File: src/rtl/core/ibd_pkg.sv
// Shared types and constants for the IR obstacle boxcar detector.
package ibd_pkg;

   localparam int WINDOW_DEF      = 10;
   localparam int SAMPLE_BITS_DEF = 12;
   localparam int CELL_W_DEF      = 4 * SAMPLE_BITS_DEF + 1;

   localparam int THR_W        = 12;
   localparam int GAIN_W       = 4;
   localparam int GAIN_DIVISOR = 10;
   localparam int ADDR_W       = 4;
   localparam int DATA_W       = 32;

   localparam logic [THR_W-1:0]  FRONT_THR_RESET = 12'd850;
   localparam logic [THR_W-1:0]  BACK_THR_RESET  = 12'd850;
   localparam logic              MASK_BR_RESET   = 1'b0;
   localparam logic [GAIN_W-1:0] FL_GAIN_RESET   = 4'd11;

   typedef enum logic [1:0] {
      CSR_FRONT_THR = 2'd0,
      CSR_BACK_THR  = 2'd1,
      CSR_MASK_BR   = 2'd2,
      CSR_FL_GAIN   = 2'd3
   } csr_addr_type;

   typedef struct packed {
      logic [THR_W-1:0]  front_threshold;
      logic [THR_W-1:0]  back_threshold;
      logic              mask_back_right;
      logic [GAIN_W-1:0] front_left_gain_tenths;
   } csr_cfg_type;

endpackage

File: src/rtl/core/ibd_req_if.sv
// Request channel: four sensor samples and the suppress flag.
interface ibd_req_if import ibd_pkg::*; #(
   parameter int SAMPLE_BITS = SAMPLE_BITS_DEF
);
   logic                   valid;
   logic                   ready;
   logic                   suppress;
   logic [SAMPLE_BITS-1:0] back_right_sample;
   logic [SAMPLE_BITS-1:0] back_left_sample;
   logic [SAMPLE_BITS-1:0] front_right_sample;
   logic [SAMPLE_BITS-1:0] front_left_sample;

   modport source (
      output valid, suppress, back_right_sample, back_left_sample,
             front_right_sample, front_left_sample,
      input  ready
   );
   modport sink (
      input  valid, suppress, back_right_sample, back_left_sample,
             front_right_sample, front_left_sample,
      output ready
   );
endinterface

File: src/rtl/core/ibd_rsp_if.sv
// Response channel: front and back detection and the LED drive.
interface ibd_rsp_if;
   logic valid;
   logic ready;
   logic front_detect;
   logic back_detect;
   logic led_on;

   modport source (
      output valid, front_detect, back_detect, led_on,
      input  ready
   );
   modport sink (
      input  valid, front_detect, back_detect, led_on,
      output ready
   );
endinterface

File: src/rtl/core/ibd_csr.sv
// APB-style configuration registers of the detector.
module ibd_csr import ibd_pkg::*; (
   input  logic              clock,
   input  logic              reset,
   input  logic              psel,
   input  logic              penable,
   input  logic              pwrite,
   input  logic [ADDR_W-1:0] paddr,
   input  logic [DATA_W-1:0] pwdata,
   output logic [DATA_W-1:0] prdata,
   output csr_cfg_type       cfg
);

   csr_cfg_type  cfg_ff, cfg_in;
   csr_addr_type reg_sel;
   logic         wr_en;

   assign reg_sel = csr_addr_type'(paddr[3:2]);
   assign wr_en   = psel && penable && pwrite;

   always_comb begin
      cfg_in = cfg_ff;
      if (wr_en) begin
         case (reg_sel)
            CSR_FRONT_THR: cfg_in.front_threshold        = pwdata[THR_W-1:0];
            CSR_BACK_THR:  cfg_in.back_threshold         = pwdata[THR_W-1:0];
            CSR_MASK_BR:   cfg_in.mask_back_right        = pwdata[0];
            CSR_FL_GAIN:   cfg_in.front_left_gain_tenths = pwdata[GAIN_W-1:0];
            default:       cfg_in = cfg_ff;
         endcase
      end
   end

   always_ff @(posedge clock) begin
      if (reset) begin
         cfg_ff.front_threshold        <= FRONT_THR_RESET;
         cfg_ff.back_threshold         <= BACK_THR_RESET;
         cfg_ff.mask_back_right        <= MASK_BR_RESET;
         cfg_ff.front_left_gain_tenths <= FL_GAIN_RESET;
      end else begin
         cfg_ff <= cfg_in;
      end
   end

   always_comb begin
      case (reg_sel)
         CSR_FRONT_THR: prdata = DATA_W'(cfg_ff.front_threshold);
         CSR_BACK_THR:  prdata = DATA_W'(cfg_ff.back_threshold);
         CSR_MASK_BR:   prdata = DATA_W'(cfg_ff.mask_back_right);
         CSR_FL_GAIN:   prdata = DATA_W'(cfg_ff.front_left_gain_tenths);
         default:       prdata = '0;
      endcase
   end

   assign cfg = cfg_ff;

endmodule

File: src/rtl/core/ibd_scale.sv
// Front-left gain stage: sample * gain, then truncating divide by ten.
module ibd_scale import ibd_pkg::*; #(
   parameter int SAMPLE_BITS = SAMPLE_BITS_DEF
) (
   input  logic                   clock,
   input  logic                   advance,
   input  logic [SAMPLE_BITS-1:0] sample,
   input  logic [GAIN_W-1:0]      gain,
   output logic [SAMPLE_BITS:0]   scaled
);

   localparam int PROD_W  = SAMPLE_BITS + GAIN_W;
   localparam int SHIFT   = PROD_W + 4;
   localparam int RECIP_W = PROD_W + 1;
   localparam int QUOT_W  = PROD_W + RECIP_W;
   // ceil(2^SHIFT / 10); error term stays below one LSB for every product
   localparam logic [63:0] RECIP_FULL =
      ((64'd1 << SHIFT) + 64'(GAIN_DIVISOR) - 64'd1) / 64'(GAIN_DIVISOR);
   localparam logic [RECIP_W-1:0] RECIP = RECIP_FULL[RECIP_W-1:0];

   logic [PROD_W-1:0]    product_ff, product_in;
   logic [SAMPLE_BITS:0] scaled_ff, scaled_in;
   logic [QUOT_W-1:0]    quot_full;

   assign product_in = PROD_W'(sample) * PROD_W'(gain);
   assign quot_full  = QUOT_W'(product_ff) * QUOT_W'(RECIP);
   assign scaled_in  = quot_full[SHIFT +: SAMPLE_BITS+1];

   always_ff @(posedge clock) begin
      if (advance) begin
         product_ff <= product_in;
         scaled_ff  <= scaled_in;
      end
   end

   assign scaled = scaled_ff;

endmodule

File: src/rtl/core/ibd_cell.sv
// One window cell: holds a sample set and passes it to the next cell.
module ibd_cell import ibd_pkg::*; #(
   parameter int WIDTH = CELL_W_DEF
) (
   input  logic             clock,
   input  logic             reset,
   input  logic             shift,
   input  logic [WIDTH-1:0] d_in,
   output logic [WIDTH-1:0] q
);

   logic [WIDTH-1:0] data_ff, data_in;

   assign data_in = shift ? d_in : data_ff;

   always_ff @(posedge clock) begin
      if (reset) begin
         data_ff <= '0;
      end else begin
         data_ff <= data_in;
      end
   end

   assign q = data_ff;

endmodule

File: src/rtl/core/ir_obstacle_boxcar_detector_unit.sv
// IR obstacle detector: boxcar average per sensor with threshold compare.
//
// Usage:
//   req_bus carries one request per sensor set: four converter samples and a
//   suppress flag; a request is taken when valid and ready are both high.
//   rsp_bus returns one response per request, in order: front_detect,
//   back_detect and led_on. The APB-style port sets thresholds, the back
//   right mask and the front-left gain; write only while the block is idle.
// Pipeline: operand and gain product are registered at the taking edge,
//   then divide-by-ten, window update and threshold compare into the output
//   register follow in that order.
// Throughput: one request per cycle while the output is not stalled; the window
//   update is a single shift of the cell chain plus one add/subtract per running sum.
// Stall: the whole pipe advances only while the output register is empty or
//   being drained, so ready drops only while a response waits and the
//   receiver holds rsp_bus.ready low.
// Reset: windows, sums and LED clear to zero, registers go to their
//   defaults (thresholds 850, mask off, gain 1.1), pipe empties.
module ir_obstacle_boxcar_detector_unit import ibd_pkg::*; #(
   parameter int WINDOW      = WINDOW_DEF,
   parameter int SAMPLE_BITS = SAMPLE_BITS_DEF
) (
   input  logic              clock,
   input  logic              reset,
   ibd_req_if.sink           req_bus,
   ibd_rsp_if.source         rsp_bus,
   input  logic              psel,
   input  logic              penable,
   input  logic              pwrite,
   input  logic [ADDR_W-1:0] paddr,
   input  logic [DATA_W-1:0] pwdata,
   output logic [DATA_W-1:0] prdata,
   output logic              pready
);

   localparam int SB     = SAMPLE_BITS;
   localparam int FL_W   = SB + 1;
   localparam int CELL_W = 3 * SB + FL_W;
   localparam int SUM_W  = FL_W + $clog2(WINDOW);
   localparam int CMP_W  = ((FL_W > THR_W) ? FL_W : THR_W) + $clog2(WINDOW) + 1;

   csr_cfg_type cfg;

   ibd_csr u_csr (
      .clock   (clock),
      .reset   (reset),
      .psel    (psel),
      .penable (penable),
      .pwrite  (pwrite),
      .paddr   (paddr),
      .pwdata  (pwdata),
      .prdata  (prdata),
      .cfg     (cfg)
   );

   assign pready = 1'b1;

   // compare limits: threshold * WINDOW, stable while idle
   logic [CMP_W-1:0] front_limit_ff, front_limit_in;
   logic [CMP_W-1:0] back_limit_ff, back_limit_in;

   assign front_limit_in = CMP_W'(cfg.front_threshold) * CMP_W'(WINDOW);
   assign back_limit_in  = CMP_W'(cfg.back_threshold) * CMP_W'(WINDOW);

   always_ff @(posedge clock) begin
      front_limit_ff <= front_limit_in;
      back_limit_ff  <= back_limit_in;
   end

   // pipeline control
   logic advance;
   logic accept;
   logic s1_valid_ff, s2_valid_ff, s3_valid_ff, rsp_valid_ff;
   logic s1_sup_ff, s2_sup_ff, s3_sup_ff;
   logic [SB-1:0] s1_br_ff, s1_bl_ff, s1_fr_ff;
   logic [SB-1:0] s2_br_ff, s2_bl_ff, s2_fr_ff;
   logic [FL_W-1:0] fl_scaled;

   assign advance     = !rsp_valid_ff || rsp_bus.ready;
   assign req_bus.ready = advance;
   assign accept      = req_bus.valid && advance;

   ibd_scale #(.SAMPLE_BITS(SAMPLE_BITS)) u_scale (
      .clock   (clock),
      .advance (advance),
      .sample  (req_bus.front_left_sample),
      .gain    (cfg.front_left_gain_tenths),
      .scaled  (fl_scaled)
   );

   always_ff @(posedge clock) begin
      if (reset) begin
         s1_valid_ff <= 1'b0;
         s2_valid_ff <= 1'b0;
         s3_valid_ff <= 1'b0;
      end else if (advance) begin
         s1_valid_ff <= accept;
         s2_valid_ff <= s1_valid_ff;
         s3_valid_ff <= s2_valid_ff;
      end
   end

   always_ff @(posedge clock) begin
      if (advance) begin
         s1_sup_ff <= req_bus.suppress;
         s1_br_ff  <= req_bus.back_right_sample;
         s1_bl_ff  <= req_bus.back_left_sample;
         s1_fr_ff  <= req_bus.front_right_sample;
         s2_sup_ff <= s1_sup_ff;
         s2_br_ff  <= s1_br_ff;
         s2_bl_ff  <= s1_bl_ff;
         s2_fr_ff  <= s1_fr_ff;
         s3_sup_ff <= s2_sup_ff;
      end
   end

   // window: chain of cells, newest at cell 0, oldest drops off the end
   logic              shift;
   logic [CELL_W-1:0] new_set;
   logic [CELL_W-1:0] tap [WINDOW];

   assign shift   = advance && s2_valid_ff && !s2_sup_ff;
   assign new_set = {s2_br_ff, s2_bl_ff, s2_fr_ff, fl_scaled};

   for (genvar i = 0; i < WINDOW; i++) begin : g_cell
      if (i == 0) begin : g_head
         ibd_cell #(.WIDTH(CELL_W)) u_cell (
            .clock (clock),
            .reset (reset),
            .shift (shift),
            .d_in  (new_set),
            .q     (tap[i])
         );
      end else begin : g_body
         ibd_cell #(.WIDTH(CELL_W)) u_cell (
            .clock (clock),
            .reset (reset),
            .shift (shift),
            .d_in  (tap[i-1]),
            .q     (tap[i])
         );
      end
   end

   logic [CELL_W-1:0] old_set;
   logic [SB-1:0]     old_br, old_bl, old_fr;
   logic [FL_W-1:0]   old_fl;

   assign old_set = tap[WINDOW-1];
   assign old_br  = old_set[FL_W+2*SB +: SB];
   assign old_bl  = old_set[FL_W+SB +: SB];
   assign old_fr  = old_set[FL_W +: SB];
   assign old_fl  = old_set[FL_W-1:0];

   logic [SUM_W-1:0] sum_br_ff, sum_bl_ff, sum_fr_ff, sum_fl_ff;
   logic [SUM_W-1:0] sum_br_in, sum_bl_in, sum_fr_in, sum_fl_in;

   assign sum_br_in = sum_br_ff - SUM_W'(old_br) + SUM_W'(s2_br_ff);
   assign sum_bl_in = sum_bl_ff - SUM_W'(old_bl) + SUM_W'(s2_bl_ff);
   assign sum_fr_in = sum_fr_ff - SUM_W'(old_fr) + SUM_W'(s2_fr_ff);
   assign sum_fl_in = sum_fl_ff - SUM_W'(old_fl) + SUM_W'(fl_scaled);

   always_ff @(posedge clock) begin
      if (reset) begin
         sum_br_ff <= '0;
         sum_bl_ff <= '0;
         sum_fr_ff <= '0;
         sum_fl_ff <= '0;
      end else if (shift) begin
         sum_br_ff <= sum_br_in;
         sum_bl_ff <= sum_bl_in;
         sum_fr_ff <= sum_fr_in;
         sum_fl_ff <= sum_fl_in;
      end
   end

   // threshold compare into the output register; led holds across suppress
   logic front_hit, back_hit;
   logic front_ff, front_in, back_ff, back_in, led_ff, led_in;

   assign front_hit = (CMP_W'(sum_fr_ff) > front_limit_ff) ||
                      (CMP_W'(sum_fl_ff) > front_limit_ff);
   assign back_hit  = (CMP_W'(sum_bl_ff) > back_limit_ff) ||
                      (!cfg.mask_back_right && (CMP_W'(sum_br_ff) > back_limit_ff));

   always_comb begin
      front_in = front_ff;
      back_in  = back_ff;
      led_in   = led_ff;
      if (advance && s3_valid_ff) begin
         front_in = !s3_sup_ff && front_hit;
         back_in  = !s3_sup_ff && back_hit;
         if (!s3_sup_ff) begin
            led_in = front_hit || back_hit;
         end
      end
   end

   always_ff @(posedge clock) begin
      if (reset) begin
         rsp_valid_ff <= 1'b0;
         led_ff       <= 1'b0;
      end else begin
         if (advance) begin
            rsp_valid_ff <= s3_valid_ff;
         end
         led_ff <= led_in;
      end
   end

   always_ff @(posedge clock) begin
      front_ff <= front_in;
      back_ff  <= back_in;
   end

   assign rsp_bus.valid        = rsp_valid_ff;
   assign rsp_bus.front_detect = front_ff;
   assign rsp_bus.back_detect  = back_ff;
   assign rsp_bus.led_on       = led_ff;

`ifndef SYNTH
   a_led_follows_detect: assert property (@(posedge clock) disable iff (reset)
      (advance && s3_valid_ff && !s3_sup_ff) |=> (led_ff == (front_ff || back_ff)))
      else $error("led does not match detections of unsuppressed request");

   a_suppress_clears_detect: assert property (@(posedge clock) disable iff (reset)
      (advance && s3_valid_ff && s3_sup_ff) |=> (!front_ff && !back_ff && $stable(led_ff)))
      else $error("suppressed request reported a detection or moved the led");

   a_suppress_freezes_sums: assert property (@(posedge clock) disable iff (reset)
      (advance && s2_valid_ff && s2_sup_ff) |=>
         ($stable(sum_br_ff) && $stable(sum_bl_ff) && $stable(sum_fr_ff) &&
          $stable(sum_fl_ff)))
      else $error("window sums changed on a suppressed request");
`endif

endmodule

File: src/flat_wrapper.sv
// flat-port wrapper written by rule: the top's interface ports become plain ports
module ir_obstacle_boxcar_detector_unit_flat import ibd_pkg::*;
#(
   parameter int WINDOW      = WINDOW_DEF,
   parameter int SAMPLE_BITS = SAMPLE_BITS_DEF
)
  (clock, reset, psel, penable, pwrite, paddr, pwdata, prdata, pready, req_bus_valid, req_bus_suppress, req_bus_back_right_sample, req_bus_back_left_sample, req_bus_front_right_sample, req_bus_front_left_sample, req_bus_ready, rsp_bus_valid, rsp_bus_front_detect, rsp_bus_back_detect, rsp_bus_led_on, rsp_bus_ready);
  ibd_req_if #(.SAMPLE_BITS(SAMPLE_BITS)) req_bus_i ();
  ibd_rsp_if rsp_bus_i ();
  input  logic clock;
  input  logic reset;
  input  logic psel;
  input  logic penable;
  input  logic pwrite;
  input  logic [ADDR_W-1:0] paddr;
  input  logic [DATA_W-1:0] pwdata;
  output logic [DATA_W-1:0] prdata;
  output logic pready;
  input wire logic [$bits(req_bus_i.valid)-1:0] req_bus_valid;
  input wire logic [$bits(req_bus_i.suppress)-1:0] req_bus_suppress;
  input wire logic [$bits(req_bus_i.back_right_sample)-1:0] req_bus_back_right_sample;
  input wire logic [$bits(req_bus_i.back_left_sample)-1:0] req_bus_back_left_sample;
  input wire logic [$bits(req_bus_i.front_right_sample)-1:0] req_bus_front_right_sample;
  input wire logic [$bits(req_bus_i.front_left_sample)-1:0] req_bus_front_left_sample;
  output wire logic [$bits(req_bus_i.ready)-1:0] req_bus_ready;
  output wire logic [$bits(rsp_bus_i.valid)-1:0] rsp_bus_valid;
  output wire logic [$bits(rsp_bus_i.front_detect)-1:0] rsp_bus_front_detect;
  output wire logic [$bits(rsp_bus_i.back_detect)-1:0] rsp_bus_back_detect;
  output wire logic [$bits(rsp_bus_i.led_on)-1:0] rsp_bus_led_on;
  input wire logic [$bits(rsp_bus_i.ready)-1:0] rsp_bus_ready;
  assign req_bus_i.valid = req_bus_valid;
  assign req_bus_i.suppress = req_bus_suppress;
  assign req_bus_i.back_right_sample = req_bus_back_right_sample;
  assign req_bus_i.back_left_sample = req_bus_back_left_sample;
  assign req_bus_i.front_right_sample = req_bus_front_right_sample;
  assign req_bus_i.front_left_sample = req_bus_front_left_sample;
  assign req_bus_ready = req_bus_i.ready;
  assign rsp_bus_valid = rsp_bus_i.valid;
  assign rsp_bus_front_detect = rsp_bus_i.front_detect;
  assign rsp_bus_back_detect = rsp_bus_i.back_detect;
  assign rsp_bus_led_on = rsp_bus_i.led_on;
  assign rsp_bus_i.ready = rsp_bus_ready;
  ir_obstacle_boxcar_detector_unit #(.WINDOW(WINDOW), .SAMPLE_BITS(SAMPLE_BITS)) u_core (.clock(clock), .reset(reset), .req_bus(req_bus_i), .rsp_bus(rsp_bus_i), .psel(psel), .penable(penable), .pwrite(pwrite), .paddr(paddr), .pwdata(pwdata), .prdata(prdata), .pready(pready));
endmodule
File: config.mk
export PLATFORM = sky130hd
export DESIGN_NAME = ir_obstacle_boxcar_detector_unit_flat
export DESIGN_NICKNAME = d
export VERILOG_FILES = /design/src/rtl/core/ibd_pkg.sv /design/src/rtl/core/ibd_req_if.sv /design/src/rtl/core/ibd_rsp_if.sv /design/src/rtl/core/ibd_csr.sv /design/src/rtl/core/ibd_scale.sv /design/src/rtl/core/ibd_cell.sv /design/src/rtl/core/ir_obstacle_boxcar_detector_unit.sv /design/src/flat_wrapper.sv
export SDC_FILE = /design/constraint.sdc
export NUM_CORES = 2
export LEC_CHECK = 0
export ABC_AREA = 1
export BUFFER_PORTS_ARGS = -buffer_cell sky130_fd_sc_hd__clkbuf_2
export CORE_AREA = 2 2 352 354
export DETAILED_ROUTE_END_ITERATION = 16
export DIE_AREA = 0 0 354 356
export HOLD_SLACK_MARGIN = 0.08
export PLACE_DENSITY_LB_ADDON = 0.2
export SLEW_MARGIN = 20
export SYNTH_ARGS = -nofsm -noshare
export SYNTH_HDL_FRONTEND = slang
export SYNTH_HIERARCHICAL = 1
export SYNTH_SLANG_ARGS = --single-unit
File: constraint.sdc
create_clock -name clock -period 7.4 [get_ports clock]
set_input_delay 0.37 -clock clock [delete_from_list [all_inputs] [get_ports clock]]
set_output_delay 0.37 -clock clock [all_outputs]
set_load 0.05 [all_outputs]
Yosys cells after proc, flatten, opt, wreduce, memory -nomap -nowiden --
Index checks and enable logic that the tools add are counted.
Operators by class: reduce and logical (&&, ||, !) cells 23, equal/unequal tests 3, shifts and indexed selects 0, add/sub/neg operators 8, bitwise gates (word level) 1, $mul 4, div/mod/pow operators 0, magnitude comparators 4, mux-type cells 1
Operator list (number):
- $pmux W32 S4 | 1
- $gt A17 B16 Y1 | 4
- $add A17 B12 Y17 | 3
- $sub A17 B12 Y17 | 3
- $mul A16 B16 Y32 const B | 1
- $mul A12 B3 Y15 const B | 2
- $add A17 B13 Y17 | 1
- $sub A17 B13 Y17 | 1
- $mul A12 B4 Y16 | 1
- $reduce_and A2 Y1 | 5
- $logic_and A1 B1 Y1 | 9
- $eq A2 B2 Y1 const B | 2
- $logic_not A1 Y1 | 4
- $logic_or A1 B1 Y1 | 4
- $eq A2 B1 Y1 const B | 1
- $logic_not A2 Y1 | 1
- $not A1 Y1 | 1
Storage, ports and cells: input bits 92, memory bits (read-only) 0, register bits 728, RAM bits 0, logic and storage cells 82, bits in latches 0, output and inout bits 38, memories 0

Longest topological paths before layout --
word-level depth 4, mapped depth 21, gate-level depth less buffers 21

Hierarchy --
The synthesis kept the hierarchy.
By module, submodules not included:
- ibd_cell | area an instance 2006.9 um2, sequential area each 980.9 um2, cells an instance 311, times used 10
- ir_obstacle_boxcar_detector_unit | area an instance 13400.4 um2, sequential area each 4374.2 um2, cells an instance 1667, times used 1
- ibd_scale | area an instance 7412.1 um2, sequential area each 870.8 um2, cells an instance 910, times used 1
- ibd_csr | area an instance 1539.0 um2, sequential area each 580.6 um2, cells an instance 216, times used 1

Least setup slack after synthesis --
OpenSTA, ideal clock, no wires.
path kind register to register, from reg u_core.u_scale.product_ff[6], to reg u_core.u_scale.scaled_ff[9], in the netlist u_core/u_scale/scaled[9] (data pin), clock period less this slack 4802 ps, required time 7148 ps, buffers on the path 0, arrival 4549 ps, path slack 2598 ps, cell stages (with the launch flop) 21, library setup time 252 ps, cell sequence edfxtp_1 > ha_1 > inv_1 > fa_1 > inv_1 > fa_1 > fa_1 > fa_1 > inv_1 > fa_1 > inv_1 > ha_1 > nand2_1 > nor2_4 > inv_2 > nor3_2 > nand2_1 > nor2_1 > nand2_1 > nand3_1 > nand2_1
On the way: word-level cells in the longest chain between the ends 1
Ends and longest elaborated chain:
- start, declared | line ibd_scale.sv:21 | logic [PROD_W-1:0] product_ff, product_in;
- start signal, assigned | line ibd_scale.sv:31 | product_ff <= product_in;
- $mul A16 B16 Y32 | line ibd_scale.sv:26 | assign quot_full = QUOT_W'(product_ff) * QUOT_W'(RECIP);
- net u_core.u_scale.quot_full[29] | line ibd_scale.sv:23 | logic [QUOT_W-1:0] quot_full;
- end signal, assigned | line ibd_scale.sv:32 | scaled_ff <= scaled_in;
- end, declared | line ibd_scale.sv:22 | logic [SAMPLE_BITS:0] scaled_ff, scaled_in;
The timed path passes the listed nets, and every way through them passes these cells. A chain may end at the register's enable or synchronous reset.

Final worst setup path --
from reg u_core.u_scale.product_ff[6], to reg u_core.u_scale.scaled_ff[8], in the netlist u_core/u_scale/scaled[8] (data pin)
The elaborated chain is that of the path after synthesis.

==> results.md <==
* Number of instances in the synthesized netlist at around 5,900
* Number of buffers inserted to repair setup after CTS at 0
* Unrepaired setup endpoints after global routing: false
* Outcome: finished clean
* Total of flip-flops plus latches after synthesis at 728
* Signed area change from the synthesized netlist to the final layout at 11.1%
* CP Data Required Time at 7.84 ns
* Fin crit share at 0.717
* Fin. Hold Viols at 0
* Max Transition Viols Final at 0
* Layout cell share with drive strength beyond 1 at 0.0498
* Pre-CTS setup slack at 2.09 ns
* Number of detailed-routing iterations run before antenna repair at 5
* Starting density of the core at 0.346
* HPWL after DPL at 72,000 µm
* Clock root cell: sky130_fd_sc_hd__clkbuf_16
* Clock sink total at ~730
* DRC errors left at 0
* Overall die height at 356 µm
* Die Span X at 354 µm
* Number of enable-type register cells in the synthesized netlist at roughly 110
* Synth warn at 6
* Standard cell core area at 0.123 mm²
* Finish-stage setup viols at 0
* Area share of the largest cell type after synthesis at 0.294
* Worst R2R Start: u_core/u_scale/product_ff[6]
* Avg Cell Area, Syn at 7.19 µm²
* Endpoint, Worst Hold: u_core/u_csr/cfg[2]
* Worst r2r dst: u_core/u_scale/scaled[8]
* Worst-case setup margin in the final layout at 2.09 ns
* Routed length per instance at 13.1 µm
* Cell type with the largest total area after synthesis: sky130_fd_sc_hd__dfxtp_1
* Peak clock frequency supported by timing at 188 MHz
* Post-route clock skew at roughly 0.051 ns
* Relative slew slack at 0.285
* Hold path startpoint: paddr[3]
* Via count of the first global-routing pass at 31,900
* Hold Path Class: input pin to register
* Cts bufs inserted at 85
* Number of antenna violations at the first check in global routing at 0
* FF-to-FF path depth at 18
* Residual overflow from global routing at 0
* Worst-path fanout max at 5
* Skew-Pair Late Insertion Delay at roughly 0.70 ns
* I/O Buffers at 86
* Reported max-cap violation count at 0
* Global Route Usage Sum at 0.160
* I/O pin cnt at 130
* Cell types with the largest area share after synthesis: sky130_fd_sc_hd__dfxtp_1 29%, sky130_fd_sc_hd__nand2_1 14%, sky130_fd_sc_hd__nor2_1 10%
* CP endpoint kind: register
* Critical path startpoint category: register
* CTS Buffer Depth at 3
* Actual slew at the worst max-slew pin at 1.07 ns
* Global-route wire length before repair at ~160,000 µm
* Placer's final routability congestion estimate at 0.870
* FF/Latch Area at 0.0156 mm²
* Count of antenna-violating nets left after detailed routing at 0
* TritonCTS clock tree: built
* Worst hold path depth at 5
* Count of filler cells inserted in the layout at about 13,000
* Num rows at 129
* Post-detailed-route via-to-cell ratio at 4.36
* Cell types with the highest counts after synthesis: 1,529 x sky130_fd_sc_hd__nand2_1, 1,147 x sky130_fd_sc_hd__nor2_1, 1,119 x sky130_fd_sc_hd__inv_1
* Cell Area, Synth at 0.0424 mm²
* Vias at 33,400
* # nets final at 6,510
* Multi-input gate area at 0.0212 mm²
* Clock transition at the registers of the reported paths at 0.06 ns
* Final Cell Area at 0.0471 mm²
* Ys async rst share at 0
* Iter 0 DRT Violations at approximately 1,900
* Fin crit period at 5.31 ns
* Pin count of the biggest net entering global routing at roughly 260
* Count of distinct cell types in the synthesized netlist at 53
* Number of inserted diodes at 0
* Post-synthesis sequential area ratio at 0.369
* Critical Path AT at roughly 5.8 ns
* Most common cell in the netlist: sky130_fd_sc_hd__nand2_1
* Final total negative setup slack at 0 ns
* Total wire length at 101,000 µm
* Full die area at 0.126 mm²
* Flop2flop setup slack at 2.09 ns
* Category of the most critical setup path: register to register
* Area after DPL at 0.0438 mm²
* Most frequently used flop master after synthesis: sky130_fd_sc_hd__dfxtp_1
* Level count of the clock H-tree at 3
==> worst max-delay path by stage <==
stage                                     to                          from  slack [ns]
finish              u_core/u_scale/scaled[8]  u_core/u_scale/product_ff[6]        2.09
global route        u_core/u_scale/scaled[8]  u_core/u_scale/product_ff[6]        1.72
CTS                 u_core/u_scale/scaled[8]  u_core/u_scale/product_ff[6]        2.06
detailed placement  u_core/u_scale/scaled[8]  u_core/u_scale/product_ff[6]        2.09
global placement    u_core/u_scale/scaled[8]  u_core/u_scale/product_ff[6]        2.05
floorplan           u_core/u_scale/scaled[9]  u_core/u_scale/product_ff[6]        2.60
==> repair_timing <==
action / in CTS / in global routing
gates resized for setup: 0 / 0
endpoints found under the hold margin: 69 / 0
hold buffers: 54 / 0
==> area by class of cell <==
type,instances,area share
timing repair buffer,159,0.0247
inverter,1139,0.0909
clock buffer,119,0.0502
clock inverter,38,0.00969
sequential,728,0.332
multi-input combinational,3837,0.449
tap,1637,0.0435
==> layer usage <==
metal  track usage  part of all wire  vias up
li1              -                 -    17600
met1         0.213              0.48    15300
met2         0.271              0.46      344
met3        0.0246             0.032      112
met4        0.0419             0.021        0
met5             0                 0        -
==> cell usage in the layout (no fill, tap or decap), types with 54 or more instances in the layout <==
cell type	count
sky130_fd_sc_hd__a21oi_1	202
sky130_fd_sc_hd__clkbuf_16	85
sky130_fd_sc_hd__clkbuf_2	85
sky130_fd_sc_hd__dfxtp_1	622
sky130_fd_sc_hd__dlygate4sd3_1	54
sky130_fd_sc_hd__edfxtp_1	106
sky130_fd_sc_hd__fa_1	150
sky130_fd_sc_hd__ha_1	318
sky130_fd_sc_hd__inv_1	1119
sky130_fd_sc_hd__nand2_1	1529
sky130_fd_sc_hd__nand3_1	154
sky130_fd_sc_hd__nor2_1	1147
sky130_fd_sc_hd__o21ai_0	67
sky130_fd_sc_hd__xor2_1	54
==> state kept, by name, indices dropped and copies added, names as in the netlist, 16 cells and up <==
| signal | cells |
|---|---|
| u_core/g_cell.g_body.u_cell/q | 441 |
| u_core/sum_fl_ff | 17 |
| u_core/sum_bl_ff | 17 |
| u_core/u_scale/product_ff | 16 |
| u_core/g_cell.g_head.u_cell/q | 49 |
| u_core/sum_fr_ff | 17 |
| u_core/sum_br_ff | 17 |
| u_core/u_csr/cfg | 29 |
==> stage by stage <==
step,instances,hold slack (ns),util
floorplan,5922,0.368,-
global placement,7446,0.401,0.357
detailed placement,7446,0.405,0.357
CTS,7657,0.0912,0.384
global route,7657,0.164,0.384
finish,7657,0.167,0.384
==> cells by family after synthesis <==
logic type	share of synthesized area
xor+xnor	0.0149
buf+inv	0.134
flops	0.369
compound gates	0.0485
simple gates	0.269
other cells	0.000177
fa+ha+maj	0.165
==> critical path, stage by stage (launching register included) <==
cell	delay, ns
sky130_fd_sc_hd__edfxtp_1	0.51
sky130_fd_sc_hd__ha_1	0.42
sky130_fd_sc_hd__inv_1	0.13
sky130_fd_sc_hd__fa_1	0.55
sky130_fd_sc_hd__inv_1	0.06
sky130_fd_sc_hd__fa_1	0.51
sky130_fd_sc_hd__fa_1	0.52
sky130_fd_sc_hd__fa_1	0.54
sky130_fd_sc_hd__inv_1	0.05
sky130_fd_sc_hd__fa_1	0.52
sky130_fd_sc_hd__inv_1	0.04
sky130_fd_sc_hd__ha_1	0.30
sky130_fd_sc_hd__nand2_1	0.10
sky130_fd_sc_hd__o21ai_0	0.42
sky130_fd_sc_hd__inv_1	0.08
sky130_fd_sc_hd__nand2_1	0.10
sky130_fd_sc_hd__a21oi_1	0.08
sky130_fd_sc_hd__nand3_1	0.07
sky130_fd_sc_hd__nand2_1	0.06
Power is not shown: default switching activity piles up to over one toggle a cycle in this logic, so the estimate is an artifact.
